==> config.mk <==
export PLATFORM = sky130hd
export DESIGN_NAME = keypad_debounce_long_press_events_unit
export DESIGN_NICKNAME = d
export VERILOG_FILES = /design/src/rtl/kpd_pkg.sv /design/src/rtl/keypad_debounce_long_press_events_unit.sv
export SDC_FILE = /design/constraint.sdc
export NUM_CORES = 1
export LEC_CHECK = 0
export BUFFER_PORTS_ARGS = -buffer_cell sky130_fd_sc_hd__buf_2
export CAP_MARGIN = 10
export CORE_UTILIZATION = 35
export DETAILED_ROUTE_END_ITERATION = 8
export GPL_ROUTABILITY_DRIVEN = 0
export SYNTH_ARGS = -nofsm -noshare
export SYNTH_HDL_FRONTEND = slang
export SYNTH_SLANG_ARGS = --single-unit
==> constraint.sdc <==
create_clock -name i_clk -period 11.8 [get_ports i_clk]
set_input_delay 1.18 -clock i_clk [delete_from_list [all_inputs] [get_ports i_clk]]
set_output_delay 1.18 -clock i_clk [all_outputs]
set_load 0.05 [all_outputs]
==> src/rtl/kpd_pkg.sv <==
// Package for the keypad debounce and long-press event unit.
// Holds sequencer states, button indices, event codes and register defaults.
// No dependencies.
package kpd_pkg;

    localparam int unsigned QUEUE_DEPTH_DEF = 16;
    localparam int unsigned NUM_BUTTONS     = 9;
    localparam int unsigned CFG_W           = 16;

    localparam logic [CFG_W-1:0] DEBOUNCE_RST  = 16'd50;
    localparam logic [CFG_W-1:0] AUTO_LONG_RST = 16'd3000;
    localparam logic [CFG_W-1:0] BL_LONG_RST   = 16'd5000;
    localparam logic [CFG_W-1:0] COMBO_RST     = 16'd5000;

    localparam logic [1:0] CFG_DEBOUNCE  = 2'd0;
    localparam logic [1:0] CFG_AUTO_LONG = 2'd1;
    localparam logic [1:0] CFG_BL_LONG   = 2'd2;
    localparam logic [1:0] CFG_COMBO     = 2'd3;

    localparam logic [3:0] KEY_MODE      = 4'd4;
    localparam logic [3:0] KEY_AUTO      = 4'd6;
    localparam logic [3:0] KEY_BACKLIGHT = 4'd8;
    localparam logic [3:0] BTN_LAST      = 4'd8;

    localparam logic [3:0] EV_NONE      = 4'd0;
    localparam logic [3:0] EV_PORT1     = 4'd1;
    localparam logic [3:0] EV_STBD1     = 4'd2;
    localparam logic [3:0] EV_PORT10    = 4'd3;
    localparam logic [3:0] EV_STBD10    = 4'd4;
    localparam logic [3:0] EV_MODE      = 4'd5;
    localparam logic [3:0] EV_INFO      = 4'd6;
    localparam logic [3:0] EV_AUTO      = 4'd7;
    localparam logic [3:0] EV_AUTO_LONG = 4'd8;
    localparam logic [3:0] EV_STANDBY   = 4'd9;
    localparam logic [3:0] EV_BL        = 4'd10;
    localparam logic [3:0] EV_BL_LONG   = 4'd11;
    localparam logic [3:0] EV_COMBO     = 4'd12;

    localparam logic OP_POLL = 1'b0;
    localparam logic OP_POP  = 1'b1;

    typedef enum logic [2:0] {
        S_IDLE,
        S_DEB,
        S_LONG,
        S_ARM,
        S_CHK,
        S_POP,
        S_DONE
    } t_state;

    function automatic logic [3:0] press_code(input logic [3:0] idx);
        logic [3:0] c;
        unique case (idx)
            4'd0:    c = EV_PORT1;
            4'd1:    c = EV_STBD1;
            4'd2:    c = EV_PORT10;
            4'd3:    c = EV_STBD10;
            4'd4:    c = EV_MODE;
            4'd5:    c = EV_INFO;
            4'd6:    c = EV_AUTO;
            4'd7:    c = EV_STANDBY;
            4'd8:    c = EV_BL;
            default: c = EV_NONE;
        endcase
        return c;
    endfunction

endpackage

==> src/rtl/keypad_debounce_long_press_events_unit.sv <==
// Keypad debounce, long-press, overlap and combo detection with an event FIFO.
// Uses kpd_pkg; one shared 32-bit subtract and compare unit under a sequencer.
// Poll item from accept to result register: nine button steps, two hold checks, two
// combo steps, one output step; pop item: S_POP, then S_DONE.
// One item at a time: the next waits until the last result is loaded into the output.
// Synchronous active-low reset: levels released, timers and flags zero, FIFO empty.
module keypad_debounce_long_press_events_unit #(
    parameter int unsigned QUEUE_DEPTH = kpd_pkg::QUEUE_DEPTH_DEF
) (
    input  logic                      i_clk,
    input  logic                      i_rst_n,
    input  logic                      i_cfg_we,
    input  logic [1:0]                i_cfg_index,
    input  logic [kpd_pkg::CFG_W-1:0] i_cfg_data,
    input  logic                      i_in_valid,
    output logic                      o_in_ready,
    input  logic                      i_op,
    input  logic [31:0]               i_now_ms,
    input  logic [8:0]                i_levels,
    output logic                      o_out_valid,
    input  logic                      i_out_ready,
    output logic                      o_event_valid,
    output logic [3:0]                o_event_code,
    output logic [3:0]                o_queue_count
);
    import kpd_pkg::*;

    localparam int unsigned AW    = (QUEUE_DEPTH > 2) ? $clog2(QUEUE_DEPTH) : 1;
    localparam int unsigned CNT_W = (AW + 1 >= 5) ? AW + 1 : 5;
    localparam logic [AW-1:0]    LAST_PTR  = AW'(QUEUE_DEPTH - 1);
    localparam logic [CNT_W-1:0] DEPTH_CNT = CNT_W'(QUEUE_DEPTH);
    localparam logic [CNT_W-1:0] CNT_MAX   = CNT_W'(15);

    t_state r_state, n_state;

    logic [CFG_W-1:0] r_debounce, r_auto_long, r_bl_long, r_combo_long;

    logic        r_op;
    logic [31:0] r_now;
    logic [8:0]  r_levels;
    logic [3:0]  r_idx, n_idx;

    logic [8:0]  r_acc, n_acc;
    logic [31:0] r_ct [NUM_BUTTONS];
    logic        n_ct_we;
    logic [31:0] r_ps_mode, n_ps_mode, r_ps_auto, n_ps_auto, r_ps_bl, n_ps_bl;
    logic [2:0]  r_held, n_held;
    logic [1:0]  r_long, n_long;
    logic        r_overlap, n_overlap, r_armed, n_armed, r_sent, n_sent;
    logic [31:0] r_combo_start, n_combo_start;

    logic [3:0]  r_mem [QUEUE_DEPTH];
    logic [3:0]  r_rd_data;
    logic        r_pop_hit, n_pop_hit;
    logic [AW-1:0] r_head, r_tail, n_tail;
    logic [AW-1:0] w_head_inc, w_tail_inc;
    logic        w_full, w_empty;
    logic        w_push;
    logic [3:0]  w_push_code;
    logic [CNT_W-1:0] w_count;

    logic        r_out_valid, r_ev_valid;
    logic [3:0]  r_ev_code, r_q_count;
    logic        w_load_out;

    // shared subtract and compare unit
    logic [31:0]      u_a, u_b;
    logic [CFG_W-1:0] u_th;
    logic [32:0]      u_diff;
    logic             u_gt, u_ge, u_borrow;

    logic w_cur;

    assign u_diff   = {1'b0, u_a} - {1'b0, u_b};
    assign u_borrow = u_diff[32];
    assign u_gt     = u_diff[31:0] >  {16'd0, u_th};
    assign u_ge     = u_diff[31:0] >= {16'd0, u_th};

    assign w_head_inc = (r_head == LAST_PTR) ? '0 : r_head + 1'b1;
    assign w_tail_inc = (r_tail == LAST_PTR) ? '0 : r_tail + 1'b1;
    assign w_full     = (w_head_inc == r_tail);
    assign w_empty    = (r_head == r_tail);
    assign w_count    = (r_head >= r_tail)
                      ? CNT_W'(r_head) - CNT_W'(r_tail)
                      : CNT_W'(r_head) + DEPTH_CNT - CNT_W'(r_tail);

    assign w_cur      = r_levels[r_idx];
    assign o_in_ready = (r_state == S_IDLE);
    assign w_load_out = (r_state == S_DONE) && (!r_out_valid || i_out_ready);

    always_comb begin
        unique case (r_state)
            S_DEB: begin
                u_a = r_now; u_b = r_ct[r_idx]; u_th = r_debounce;
            end
            S_LONG: begin
                u_a  = r_now;
                u_b  = (r_idx == KEY_AUTO) ? r_ps_auto : r_ps_bl;
                u_th = (r_idx == KEY_AUTO) ? r_auto_long : r_bl_long;
            end
            S_ARM: begin
                u_a = r_ps_bl; u_b = r_ps_mode; u_th = '0;
            end
            S_CHK: begin
                u_a = r_now; u_b = r_combo_start; u_th = r_combo_long;
            end
            default: begin
                u_a = r_now; u_b = '0; u_th = '0;
            end
        endcase
    end

    always_comb begin
        n_state = r_state;
        n_idx   = r_idx;
        unique case (r_state)
            S_IDLE: begin
                n_idx = '0;
                if (i_in_valid) n_state = (i_op == OP_POP) ? S_POP : S_DEB;
            end
            S_DEB: begin
                if (r_idx == KEY_AUTO || r_idx == KEY_BACKLIGHT) n_state = S_LONG;
                else n_idx = r_idx + 1'b1;
            end
            S_LONG: begin
                if (r_idx == BTN_LAST) n_state = S_ARM;
                else begin
                    n_idx   = r_idx + 1'b1;
                    n_state = S_DEB;
                end
            end
            S_ARM:  n_state = S_CHK;
            S_CHK:  n_state = S_DONE;
            S_POP:  n_state = S_DONE;
            S_DONE: if (w_load_out) n_state = S_IDLE;
            default: n_state = S_IDLE;
        endcase
    end

    always_comb begin
        n_acc         = r_acc;
        n_ct_we       = 1'b0;
        n_ps_mode     = r_ps_mode;
        n_ps_auto     = r_ps_auto;
        n_ps_bl       = r_ps_bl;
        n_held        = r_held;
        n_long        = r_long;
        n_overlap     = r_overlap;
        n_armed       = r_armed;
        n_sent        = r_sent;
        n_combo_start = r_combo_start;
        n_tail        = r_tail;
        n_pop_hit     = r_pop_hit;
        w_push        = 1'b0;
        w_push_code   = EV_NONE;
        unique case (r_state)
            S_DEB: begin
                if (w_cur != r_acc[r_idx] && u_gt) begin
                    n_acc[r_idx] = w_cur;
                    n_ct_we      = 1'b1;
                    if (!w_cur) begin
                        priority if (r_idx == KEY_AUTO) begin
                            n_held[1] = 1'b1; n_ps_auto = r_now; n_long[0] = 1'b0;
                        end else if (r_idx == KEY_BACKLIGHT) begin
                            n_held[2] = 1'b1; n_ps_bl = r_now; n_long[1] = 1'b0;
                        end else if (r_idx == KEY_MODE) begin
                            n_held[0] = 1'b1; n_ps_mode = r_now;
                        end else begin
                            w_push = 1'b1; w_push_code = press_code(r_idx);
                        end
                    end else begin
                        if (r_idx == KEY_AUTO && r_held[1]) begin
                            n_held[1] = 1'b0;
                            w_push = !r_long[0]; w_push_code = EV_AUTO;
                        end
                        if (r_idx == KEY_BACKLIGHT && r_held[2]) begin
                            n_held[2] = 1'b0;
                            w_push = !r_overlap && !r_long[1]; w_push_code = EV_BL;
                        end
                        if (r_idx == KEY_MODE && r_held[0]) begin
                            n_held[0] = 1'b0;
                            w_push = !r_overlap; w_push_code = EV_MODE;
                        end
                    end
                end
            end
            S_LONG: begin
                if (r_idx == KEY_AUTO) begin
                    if (r_held[1] && !r_long[0] && u_ge) begin
                        n_long[0] = 1'b1; w_push = 1'b1; w_push_code = EV_AUTO_LONG;
                    end
                end else if (r_held[2] && !r_long[1] && !r_overlap && u_ge) begin
                    n_long[1] = 1'b1; w_push = 1'b1; w_push_code = EV_BL_LONG;
                end
            end
            S_ARM: begin
                if (r_held[0] && r_held[2]) begin
                    n_overlap = 1'b1;
                    if (!r_armed) begin
                        n_armed       = 1'b1;
                        n_sent        = 1'b0;
                        n_combo_start = u_borrow ? r_ps_mode : r_ps_bl;
                    end
                end else begin
                    n_armed       = 1'b0;
                    n_sent        = 1'b0;
                    n_combo_start = '0;
                    if (!r_held[0] && !r_held[2]) n_overlap = 1'b0;
                end
            end
            S_CHK: begin
                if (r_held[0] && r_held[2] && !r_sent && u_ge) begin
                    n_sent = 1'b1; w_push = 1'b1; w_push_code = EV_COMBO;
                end
            end
            S_POP: begin
                n_pop_hit = !w_empty;
                if (!w_empty) n_tail = w_tail_inc;
            end
            default: begin
            end
        endcase
    end

    always_ff @(posedge i_clk) begin
        if (!i_rst_n) begin
            r_debounce   <= DEBOUNCE_RST;
            r_auto_long  <= AUTO_LONG_RST;
            r_bl_long    <= BL_LONG_RST;
            r_combo_long <= COMBO_RST;
        end else if (i_cfg_we) begin
            unique case (i_cfg_index)
                CFG_DEBOUNCE:  r_debounce   <= i_cfg_data;
                CFG_AUTO_LONG: r_auto_long  <= i_cfg_data;
                CFG_BL_LONG:   r_bl_long    <= i_cfg_data;
                CFG_COMBO:     r_combo_long <= i_cfg_data;
                default:       r_debounce   <= r_debounce;
            endcase
        end
    end

    always_ff @(posedge i_clk) begin
        if (!i_rst_n) begin
            r_state       <= S_IDLE;
            r_idx         <= '0;
            r_acc         <= '1;
            r_ps_mode     <= '0;
            r_ps_auto     <= '0;
            r_ps_bl       <= '0;
            r_held        <= '0;
            r_long        <= '0;
            r_overlap     <= 1'b0;
            r_armed       <= 1'b0;
            r_sent        <= 1'b0;
            r_combo_start <= '0;
            r_head        <= '0;
            r_tail        <= '0;
            r_pop_hit     <= 1'b0;
            r_out_valid   <= 1'b0;
            for (int k = 0; k < NUM_BUTTONS; k++) r_ct[k] <= '0;
        end else begin
            r_state       <= n_state;
            r_idx         <= n_idx;
            r_acc         <= n_acc;
            r_ps_mode     <= n_ps_mode;
            r_ps_auto     <= n_ps_auto;
            r_ps_bl       <= n_ps_bl;
            r_held        <= n_held;
            r_long        <= n_long;
            r_overlap     <= n_overlap;
            r_armed       <= n_armed;
            r_sent        <= n_sent;
            r_combo_start <= n_combo_start;
            r_tail        <= n_tail;
            r_pop_hit     <= n_pop_hit;
            if (w_push && !w_full) r_head <= w_head_inc;
            if (n_ct_we) r_ct[r_idx] <= r_now;
            if (w_load_out) r_out_valid <= 1'b1;
            else if (i_out_ready) r_out_valid <= 1'b0;
        end
    end

    // item latch, FIFO store and result payload
    always_ff @(posedge i_clk) begin
        if (i_in_valid && o_in_ready) begin
            r_op     <= i_op;
            r_now    <= i_now_ms;
            r_levels <= i_levels;
        end
        if (w_push && !w_full) r_mem[r_head] <= w_push_code;
        if (r_state == S_POP) r_rd_data <= r_mem[r_tail];
        if (w_load_out) begin
            r_ev_valid <= (r_op == OP_POP) && r_pop_hit;
            r_ev_code  <= ((r_op == OP_POP) && r_pop_hit) ? r_rd_data : EV_NONE;
            r_q_count  <= (w_count > CNT_MAX) ? 4'd15 : w_count[3:0];
        end
    end

    assign o_out_valid   = r_out_valid;
    assign o_event_valid = r_ev_valid;
    assign o_event_code  = r_ev_code;
    assign o_queue_count = r_q_count;

    a_busy_after_accept: assert property (@(posedge i_clk) disable iff (!i_rst_n)
        (i_in_valid && o_in_ready) |=> !o_in_ready)
        else $error("accepted a second item without finishing the first");

    a_full_drops: assert property (@(posedge i_clk) disable iff (!i_rst_n)
        (w_push && w_full) |=> $stable(r_head))
        else $error("full queue advanced its write pointer");

    a_no_code_without_event: assert property (@(posedge i_clk) disable iff (!i_rst_n)
        (o_out_valid && !o_event_valid) |-> (o_event_code == EV_NONE))
        else $error("event code shown without an event");

    a_idx_range: assert property (@(posedge i_clk) disable iff (!i_rst_n)
        (r_state == S_DEB || r_state == S_LONG) |-> (r_idx <= BTN_LAST))
        else $error("button step out of range");

endmodule

* After elaboration in Yosys (flattened, before gate mapping)
Memory sizes are Yosys's and may differ from the RTL's. A register that Yosys moved wholly into a read port is not among the register bits.
Index checks and enable logic that the tools add are counted.
** Storage, ports and cells
- Register bits after elaboration :: 277
- Bits in latches :: 0
- Bits in writable memories :: 352
- Bits in read-only memories :: 64
- Input bits :: 65
- Output and inout port bits :: 11
- Logic and storage cells :: 246
- Memories :: 3
** Operators by class
- Add/sub/neg operators :: 7
- $mul :: 0
- Divide/modulo/power cells :: 0
- $lt $le $gt $ge :: 6
- Equality and inequality tests :: 39
- Shifts and indexed selects :: 0
- Mux-type cells :: 97
- Bitwise gates (word level) :: 4
- Reduce and logical (&&, ||, !) cells :: 61
** Memory list
- r_ct :: words 9, bits a word 32, rd ports 1, clocked after memory_dff 1, wr ports 9, RTL line keypad_debounce_long_press_events_unit.sv:44 : logic [31:0] r_ct [NUM_BUTTONS];
- (no name shown) :: words 16, bits a word 4, rd ports 1, clocked after memory_dff 1, wr ports 0, RTL line kpd_pkg.sv:54 : unique case (idx)
- r_mem :: words 16, bits a word 4, rd ports 1, clocked after memory_dff 1, wr ports 1, RTL line keypad_debounce_long_press_events_unit.sv:52 : logic [3:0] r_mem [QUEUE_DEPTH];
** Operator list (count)
- two-way mux 32 bit :: 6
- one-hot mux 32 bit (4 select lines) :: 1
- two-way mux 4 bit :: 20
- two-way mux 1 bit :: 48
- one-hot mux 16 bit (3 select lines) :: 1
- != test 2 bit (second input constant) :: 18
- subtractor 32 x 32 -> 33 bit :: 1
- greater-or-equal comparator 32 x 16 -> 1 bit :: 1
- > comparator 32 x 16 -> 1 bit :: 1
- OR reduction 32 bit :: 1
- one-hot mux 4 bit (3 select lines) :: 2
- logical AND 1 bit :: 19
- two-way mux 3 bit :: 6
- one-hot mux 3 bit (6 select lines) :: 1
- AND reduction 6 bit :: 3
- two-way mux 16 bit :: 1
- AND reduction 2 bit :: 8
- nonzero test 2 bit :: 7
- adder 4 x 1 -> 4 bit (second input constant) :: 3
- == test 4 bit (second input constant) :: 3
- AND reduction 5 bit :: 2
- bitwise mux 9 bit :: 1
- == test 3 bit (second input constant) :: 3
- zero test 1 bit :: 9
- 32 further kinds :: 48

* Logic depth before layout (Yosys ltp)
Gate-level depths: netlist of run 1.
- Depth after elaboration :: 13
- Depth in mapped cells :: 30
- Gate-level depth less buffers :: 25

* Least setup slack after synthesis of run 1
No wires, ideal clock.
- Kind :: register to register
- Start point :: reg with a tool-made name
- End point :: mem r_ct[1][0] (enable)
- Library setup time :: 0.470 ns
- Arrival time :: 7.749 ns
- Slack :: 3.581 ns
- Cell stages (with the launch flop) :: 24
- Buffers on the path :: 3
- Cell sequence :: dfxtp_1 > clkbuf_1 > buf_1 > mux4_2 > mux4_2 > a21oi_1 > ha_1 > buf_2 > nand2_1 > o21ai_1 > a211oi_1 > a21oi_1 > nor2b_1 > xnor2_1 > ha_1 > nand4_1 > or2_2 > nor2_1 > a221oi_1 > o221ai_1 > o21ai_1 > inv_1 > nor2_1 > o31ai_1
** RTL lines (RTL line)
- end: declaration :: keypad_debounce_long_press_events_unit.sv:44

==> results of run 1 <==
where the power goes:
part / internal (mW) / total (mW) / switching [mW]
clock: 1.66 / 2.90 / 1.24
combinational: 0.295 / 0.795 / 0.500
sequential: 3.37 / 3.42 / 0.0483
registers in the layout (all words and copies together), names as in the netlist, 2 cells and up, named ones only:
register,cells
o_event_code,4
o_queue_count,4
r_acc,9
r_auto_long,16
r_bl_long,16
r_combo_long,16
r_combo_start,32
r_ct,512
r_debounce,16
r_head,4
r_held,3
r_idx,4
r_levels,9
r_long,2
r_mem,64
r_now,32
r_ps_auto,32
r_ps_bl,32
r_ps_mode,32
r_rd_data,4
r_state,3
r_tail,4
how the worst max path moves through the flow:
stage | startpoint | endpoint | slack [ns] | cells after the start
after global routing | r_idx[2] | r_ct[5][18] | 2.86 | 26
after detailed placement | r_idx[2] | r_ct[5][25] | 3.50 | 26
after CTS | r_idx[2] | r_ct[2][0] | 3.48 | 25
after global placement | r_idx[2] | r_ct[5][25] | 3.47 | 26
final | r_idx[2] | r_ct[5][20] | 3.46 | 26
after floorplan | flop | r_ct[1][0] | 3.58 | 23
cell usage after synthesis, types with 4 or more instances:
cell and number:
a211oi_1 5, a21o_1 16, a21oi_1 159, a21oi_2 7
a221oi_1 19, a222oi_1 32, a31oi_1 4, and2_1 139
and3_1 24, and4_1 6, buf_1 18, buf_2 38
buf_6 8, clkbuf_1 135, dfxtp_1 234, edfxtp_1 631
ha_1 66, inv_1 31, mux2i_1 141, mux4_2 182
nand2_1 454, nand2b_1 12, nand3_1 34, nand3b_1 6
nand4_1 16, nor2_1 278, nor2b_1 12, nor3_1 74
o211ai_1 14, o21a_1 15, o21ai_0 75, o21ai_1 16
o311ai_1 4, or3_1 4, xnor2_1 21, xor2_1 10
final cells by class:
type | instances | area [um2]
clock buffer | 129 | 2605
clock inverter | 40 | 404.1
fill | 10160 | 65020
inverter | 33 | 126.4
multi-input combinational | 2045 | 14860
sequential | 865 | 23640
tap | 1476 | 1847
timing repair buffer | 149 | 945.9
critical path, delay by kind of cell (launching register included):
| kind | cells | cell delay, ns |
|---|---|---|
| flops | 1 | 0.66 |
| compound gates | 11 | 2.43 |
| fa+ha+maj | 2 | 0.71 |
| buf+inv | 4 | 1.42 |
| simple gates | 8 | 2.58 |
| xor+xnor | 1 | 0.18 |
logic make-up after synthesis:
logic type	Yosys count	share of synthesized area [%]
buffers and inverters	233	2.538
and+or+nand+nor	1079	12.51
DFF	865	60.83
other	1	0.009653
adders and majority gates	68	2.229
AOI/OAI and AO/OA	416	6.998
xor gates and xnor gates	31	0.6989
muxes	323	14.18
through the flow:
step / worst slack, ns / hold slack (ns)
4_1_cts: 3.476 / 0.4482
2_1_floorplan: 3.581 / 0.4199
3_5_place_dp: 3.502 / 0.4383
5_1_grt: 2.861 / 0.4700
3_3_place_gp: 3.471 / 0.4300
6_report: 3.456 / 0.4544
metal layers:
layer  vias up  wire length [um]
li1      11440                 -
met1     12570             44170
met2       781             48180
met3       151              6861
met4         2              2452
met5         -                13
==> results.md, run 1 <==
- RR Endpoint: r_ct[5][20]
- Endpoints failing setup: 0
- Unrepaired setup endpoints after global routing: no
- Setup Buffers After CTS: 0
- Diodes inserted: 0
- CTS buffer count: 91
- Startpoint Class: flop
- Clk_lat worst skew: 0.68 ns
- All-Layer GR Usage: approximately 18%
- Unique masters post-synth: 82
- Grt ovf: 0
- Peak VDD IR: 0.1102 mV
- Die Height: 335.2 um
- Htree depth: 3
- Count of pins over their slew limit: 0
- Vias in the first global route: approximately 25000
- Vias/cell: 5.267
- Critical path required time: roughly 12 ns
- Final wirelength: about 100 mm
- Leakage: 15.37 nW
- Ys async rst share: 0%
- Cell count of the worst hold path: 2
- Critical Path AT: 8.75 ns
- Worst-Margin Slew: 1.132 ns
- Hpwl dp: ~61 mm
- Clock Skews: 0.04745 ns
- DRC: 0
- Worst Path Class, Setup: reg -> reg
- R2R Setup Slk: 3.46 ns
- Die X: 335.2 um
- Met3 GRT Util: 3.806%
- FF+latch count, synth: 865
- Pwr dens: approximately 160 nW/um2
- IO buf count: between 70 and 80
- Mapped Cells: 3016
- Post-route clock period utilization: 70.71%
- Most common cell after layout, fill and taps aside: edfxtp_1
- Syn avg cell area: 12.88 um2
- Number of detailed-route iterations in the first pass: 8
- Post-cts resize count: 0
- Initial DRC Count: 2366
- Root Driver: clkbuf_16
- Synth area leader: edfxtp_1
- Hold Fails Final Rpt: 0
- Yosys warns: 0
- GRT met1 Usage: 23.93%
- Final Power: 7.114 mW
- Met2 Resource Use GR: 30.08%
- Top cell type's share of synthesized area: between 40% and 50%
- Clock Path Buffers: 3
- Setup TNS: 0 ns
- CP endpoint kind: flop
- Register area share after synthesis: 60.83%
- Clock Pin Slew Worst Setup and Hold Paths: 0.06 ns
- CP Max Fanout: 66
- Ranking of synthesized cells by area: edfxtp_1 (49%), dfxtp_1 (12%), mux4_2 (11%)
- Fin area: 44430 um2
- Reg2reg start: r_idx[2]
- FMAX: about 120 MHz
- Post-placement cell count: 4568
- Initial antenna violation count: 4
- Worst slew margin: 24.35%
- Status: finished clean
- Most used routing layer: met2
- First-pass GRT wire length: 154.6 mm
- Layout Cells excl Fill: 4737
- Post-layout util: 40.59%
- Synth Flop Type: edfxtp_1
- Share of cells above drive strength 1: between 10% and 20%
- Slowest stage cell, crit path: nor2_4
- Die ar.: 112300 um2
- Initial Util: a little over a third
- Layout area overhead: 14.37%
- Total number of vias: 24950
- Tmin final: 8.344 ns
- Hold crit path type: reg -> reg
- Sink Count: 865
- IO Pins: 76
- DP Area: 41420 um2
- Hold buffers post-CTS: 0
- Number of synthesized flops with an enable pin: 631
- Syn Std Cell Area: between 30000 and 40000 um2
- Max Cap Viol: 0
- CTS tree: built
- Maximum number of pins on one net before global-route repair: 101
- CORE AREA: 109500 um2
- # rows: 121
- Drt wl/cell: 21.46 um
- Slowest stage delay, CP: 0.90 ns
- Post-DRT Antenna Nets: 0
- Worst Reg-to-Reg Cells: 26
- Final Net Count: 3318
- Commonest cells after routing, fill and taps aside: edfxtp_1 (631), nand2_1 (448), nor2_1 (276), dfxtp_1 (230), mux4_2 (182)
- Worst hold start: r_auto_long[15]
- Worst Hold End: r_auto_long[15]
(Power assumes the default switching activity.)
==> run 2, diff against run 1 <==
--- a/config.mk
+++ b/config.mk
@@ -5,6 +5,7 @@
 export SDC_FILE = /design/constraint.sdc
 export NUM_CORES = 1
 export LEC_CHECK = 0
+export ABC_AREA = 1
 export BUFFER_PORTS_ARGS = -buffer_cell sky130_fd_sc_hd__buf_2
 export CAP_MARGIN = 10
 export CORE_UTILIZATION = 35
==> constraint.sdc (replaced) <==
create_clock -name i_clk -period 7.2 [get_ports i_clk]
set_input_delay 0.72 -clock i_clk [delete_from_list [all_inputs] [get_ports i_clk]]
set_output_delay 0.72 -clock i_clk [all_outputs]
set_load 0.05 [all_outputs]
==> run 2 against run 1 <==
  * Wire length grew 16%
  * Largest power group unchanged
  * Non-clock buffer count grew 49
  * Highest routed layer is now met4
  * Critical endpoint is now r_ct[0][8]
  * Utilization grew 0.21 points
  * Power grew 130%
  * Clock power grew 67%
  * Register-to-register slack lost 2.7 ns
==> results.md, run 2 <==
- Number of synthesized flops with an enable pin: 631
- Post-DRT Antenna Nets: 0
- Synth Flop Type: edfxtp_1
- Area of the multi-input gates: 14080 um2
- Slowest stage delay, CP: 0.68 ns
- Critical Path AT: approximately 6.8 ns
- Total number of vias: about 31000
- Max reg flops: 512
- Post-layout util: 40.81%
- Post-placement cell count: 5756
- Post-cts resize count: 0
- Count leader, synth: nor2_1
- Worst Path Class, Setup: reg -> reg
- Yosys warns: 0
- First-pass GRT wire length: between 150 and 200 mm
- Register area share after synthesis: about 60%
- Hpwl dp: 75.58 mm
- Clock Pin Slew Worst Setup and Hold Paths: 0.06 ns
- Sequential cell area: about 24000 um2
- Tmin final: 6.451 ns
- Reg power frac: 37.9%
- Share of cells above drive strength 1: a little under a tenth
- CTS tree: built
- Vias in the first global route: a little under 30000
- Syn avg cell area: between 9 and 10 um2
- Status: finished clean
- Initial Util: 35.54%
- Peak VDD IR: 0.2396 mV
- Net switching power: ~6.3 mW
- Clk pwr share: 29.3%
- FF+latch count, synth: 865
- Layout Cells excl Fill: 5926
- CP Max Fanout: 39
- Hold crit path type: in -> reg
- Sink Count: 865
- Vias/cell: 5.219
- Htree depth: 3
- Die Height: 338.1 um
- Final wirelength: 118.0 mm
- Max Cap Viol: 0
- Commonest cells after routing, fill and taps aside: nor2_1 (813), nand2_1 (654), edfxtp_1 (631), o21ai_0 (447), inv_1 (312)
- All-Layer GR Usage: roughly a fifth
- Clock Skews: 0.05687 ns
- Final Net Count: 4495
- Largest Register: r_ct
- Fin area: 45410 um2
- CORE AREA: between 100000 and 150000 um2
- Number of detailed-route iterations in the first pass: 6
- Hold buffers post-CTS: 0
- Grt ovf: 0
- Comb pwr share: about a third
- Critical path required time: 7.58 ns
- Hold Fails Final Rpt: 0
- Synth area leader: edfxtp_1
- Sw frac: a little under two fifths
- IO Pins: 76
- FMAX: 155.0 MHz
- Initial antenna violation count: 1
- Die ar.: 114300 um2
- Regs by FF count: r_ct x512, r_mem x64
- Post-route clock period utilization: 89.60%
- Maximum number of pins on one net before global-route repair: around 150
- Top cell type's share of synthesized area: 47.91%
- Clock Path Buffers: 3
- Setup Buffers After CTS: 0
- DP Area: 42310 um2
- Ranking of synthesized cells by area: edfxtp_1 (48%), dfxtp_1 (12%), nor2_1 (7.7%)
- Unrepaired setup endpoints after global routing: no
- Count of pins over their slew limit: 0
- Mapped Cells: 4217
- P_int: 10.30 mW
- Leakage: 17.15 nW
- Initial DRC Count: 3053
- Pwr dens: 364.5 nW/um2
- Worst-Margin Slew: between 0.9 and 1 ns
- Most common cell after layout, fill and taps aside: nor2_1
- IO buf count: 75
- Unique masters post-synth: 54
- Slowest stage cell, crit path: a2111oi_0
- Clk_lat worst skew: 0.69 ns
- Diodes inserted: 0
- DRC: 0
- Die X: 338.1 um
- Syn Std Cell Area: 39550 um2
- Layout area overhead: 14.83%
- Final Power: 16.55 mW
- Endpoints failing setup: 0
- Ys async rst share: 0%
- Root Driver: clkbuf_16
- # rows: 122
- Top cells by count, synth: nor2_1 (815), nand2_1 (664), edfxtp_1 (631)
- CP endpoint kind: flop
- CTS buffer count: 92
- Worst slew margin: 34.87%
- Number of fill cells in the layout: approximately 11000
- Startpoint Class: flop
- Drt wl/cell: 19.91 um
## run 2: layer usage
metal / GRT usage [%] / up-vias / part of all wire, %
met1: 27.10 / 14950 / 43
met5: 0 / - / 0
met2: 32.34 / 1135 / 46
met4: 7.197 / 0 / 2.9
met3: 3.740 / 170 / 7.8
li1: - / 14670 / -
## run 2: final timing paths
kind                                  startpoint                to  slack [ns]  cells past startpoint
worst max-delay path                    r_idx[0]        r_ct[0][8]        0.75                     30
worst min-delay path                i_now_ms[20]         r_now[20]        0.21                      1
worst max register to register          r_idx[0]        r_ct[0][8]        0.75                     30
worst min register to register  r_combo_long[11]  r_combo_long[11]        0.45                      2
## run 2: critical path, delay by kind of cell, from the launching register on
family | cells | cell delay (ns)
and+or+nand+nor | 16 | 2.37
adders and majority gates | 3 | 0.95
AOI/OAI and AO/OA | 2 | 0.86
xor gates and xnor gates | 1 | 0.15
DFF | 1 | 0.41
buffers and inverters | 8 | 1.38
## run 2: logic make-up after synthesis
family,after synthesis,share of synthesized area (%)
other,1,0.009483
adder cells (fa/ha/maj),68,2.189
AND/OR/NAND/NOR,1681,16.94
buffers and inverters,606,6.034
XOR/XNOR,21,0.4651
flip-flops,865,59.76
AO/OA/AOI/OAI,975,14.60
## run 2: area by class of cell
class                           count  share of cell area, %
Multi-Input combinational cell   2873                  31.02
Inverter                          332                  2.766
Clock inverter                     53                  1.204
Sequential cell                   865                  52.07
Tap cell                         1488                  4.100
Clock buffer                      117                  5.618
Timing Repair Buffer              198                  3.224
## run 2: power groups by stage
stage | registers, mW | clock network [mW] | logic (mW)
final | 6.28 | 4.84 | 5.43
after floorplan | 6.18 | 0 | 3.61
after detailed placement | 6.38 | 0 | 5.36
after global routing | 6.32 | 5.10 | 6.01
after CTS | 6.28 | 4.91 | 5.38
after global placement | 6.37 | 0 | 5.33
## run 2: through the flow
| stage | hold slack, ns | setup TNS, ns | setup WS, ns |
|---|---|---|---|
| floorplan | 0.4289 | -18.02 | -0.2815 |
| global placement | 0.4374 | 0 | 0.8656 |
| detailed placement | 0.4448 | 0 | 0.8882 |
| CTS | 0.1809 | 0 | 0.8586 |
| global route | 0.1964 | 0 | 0.2219 |
| finish | 0.2114 | 0 | 0.7489 |
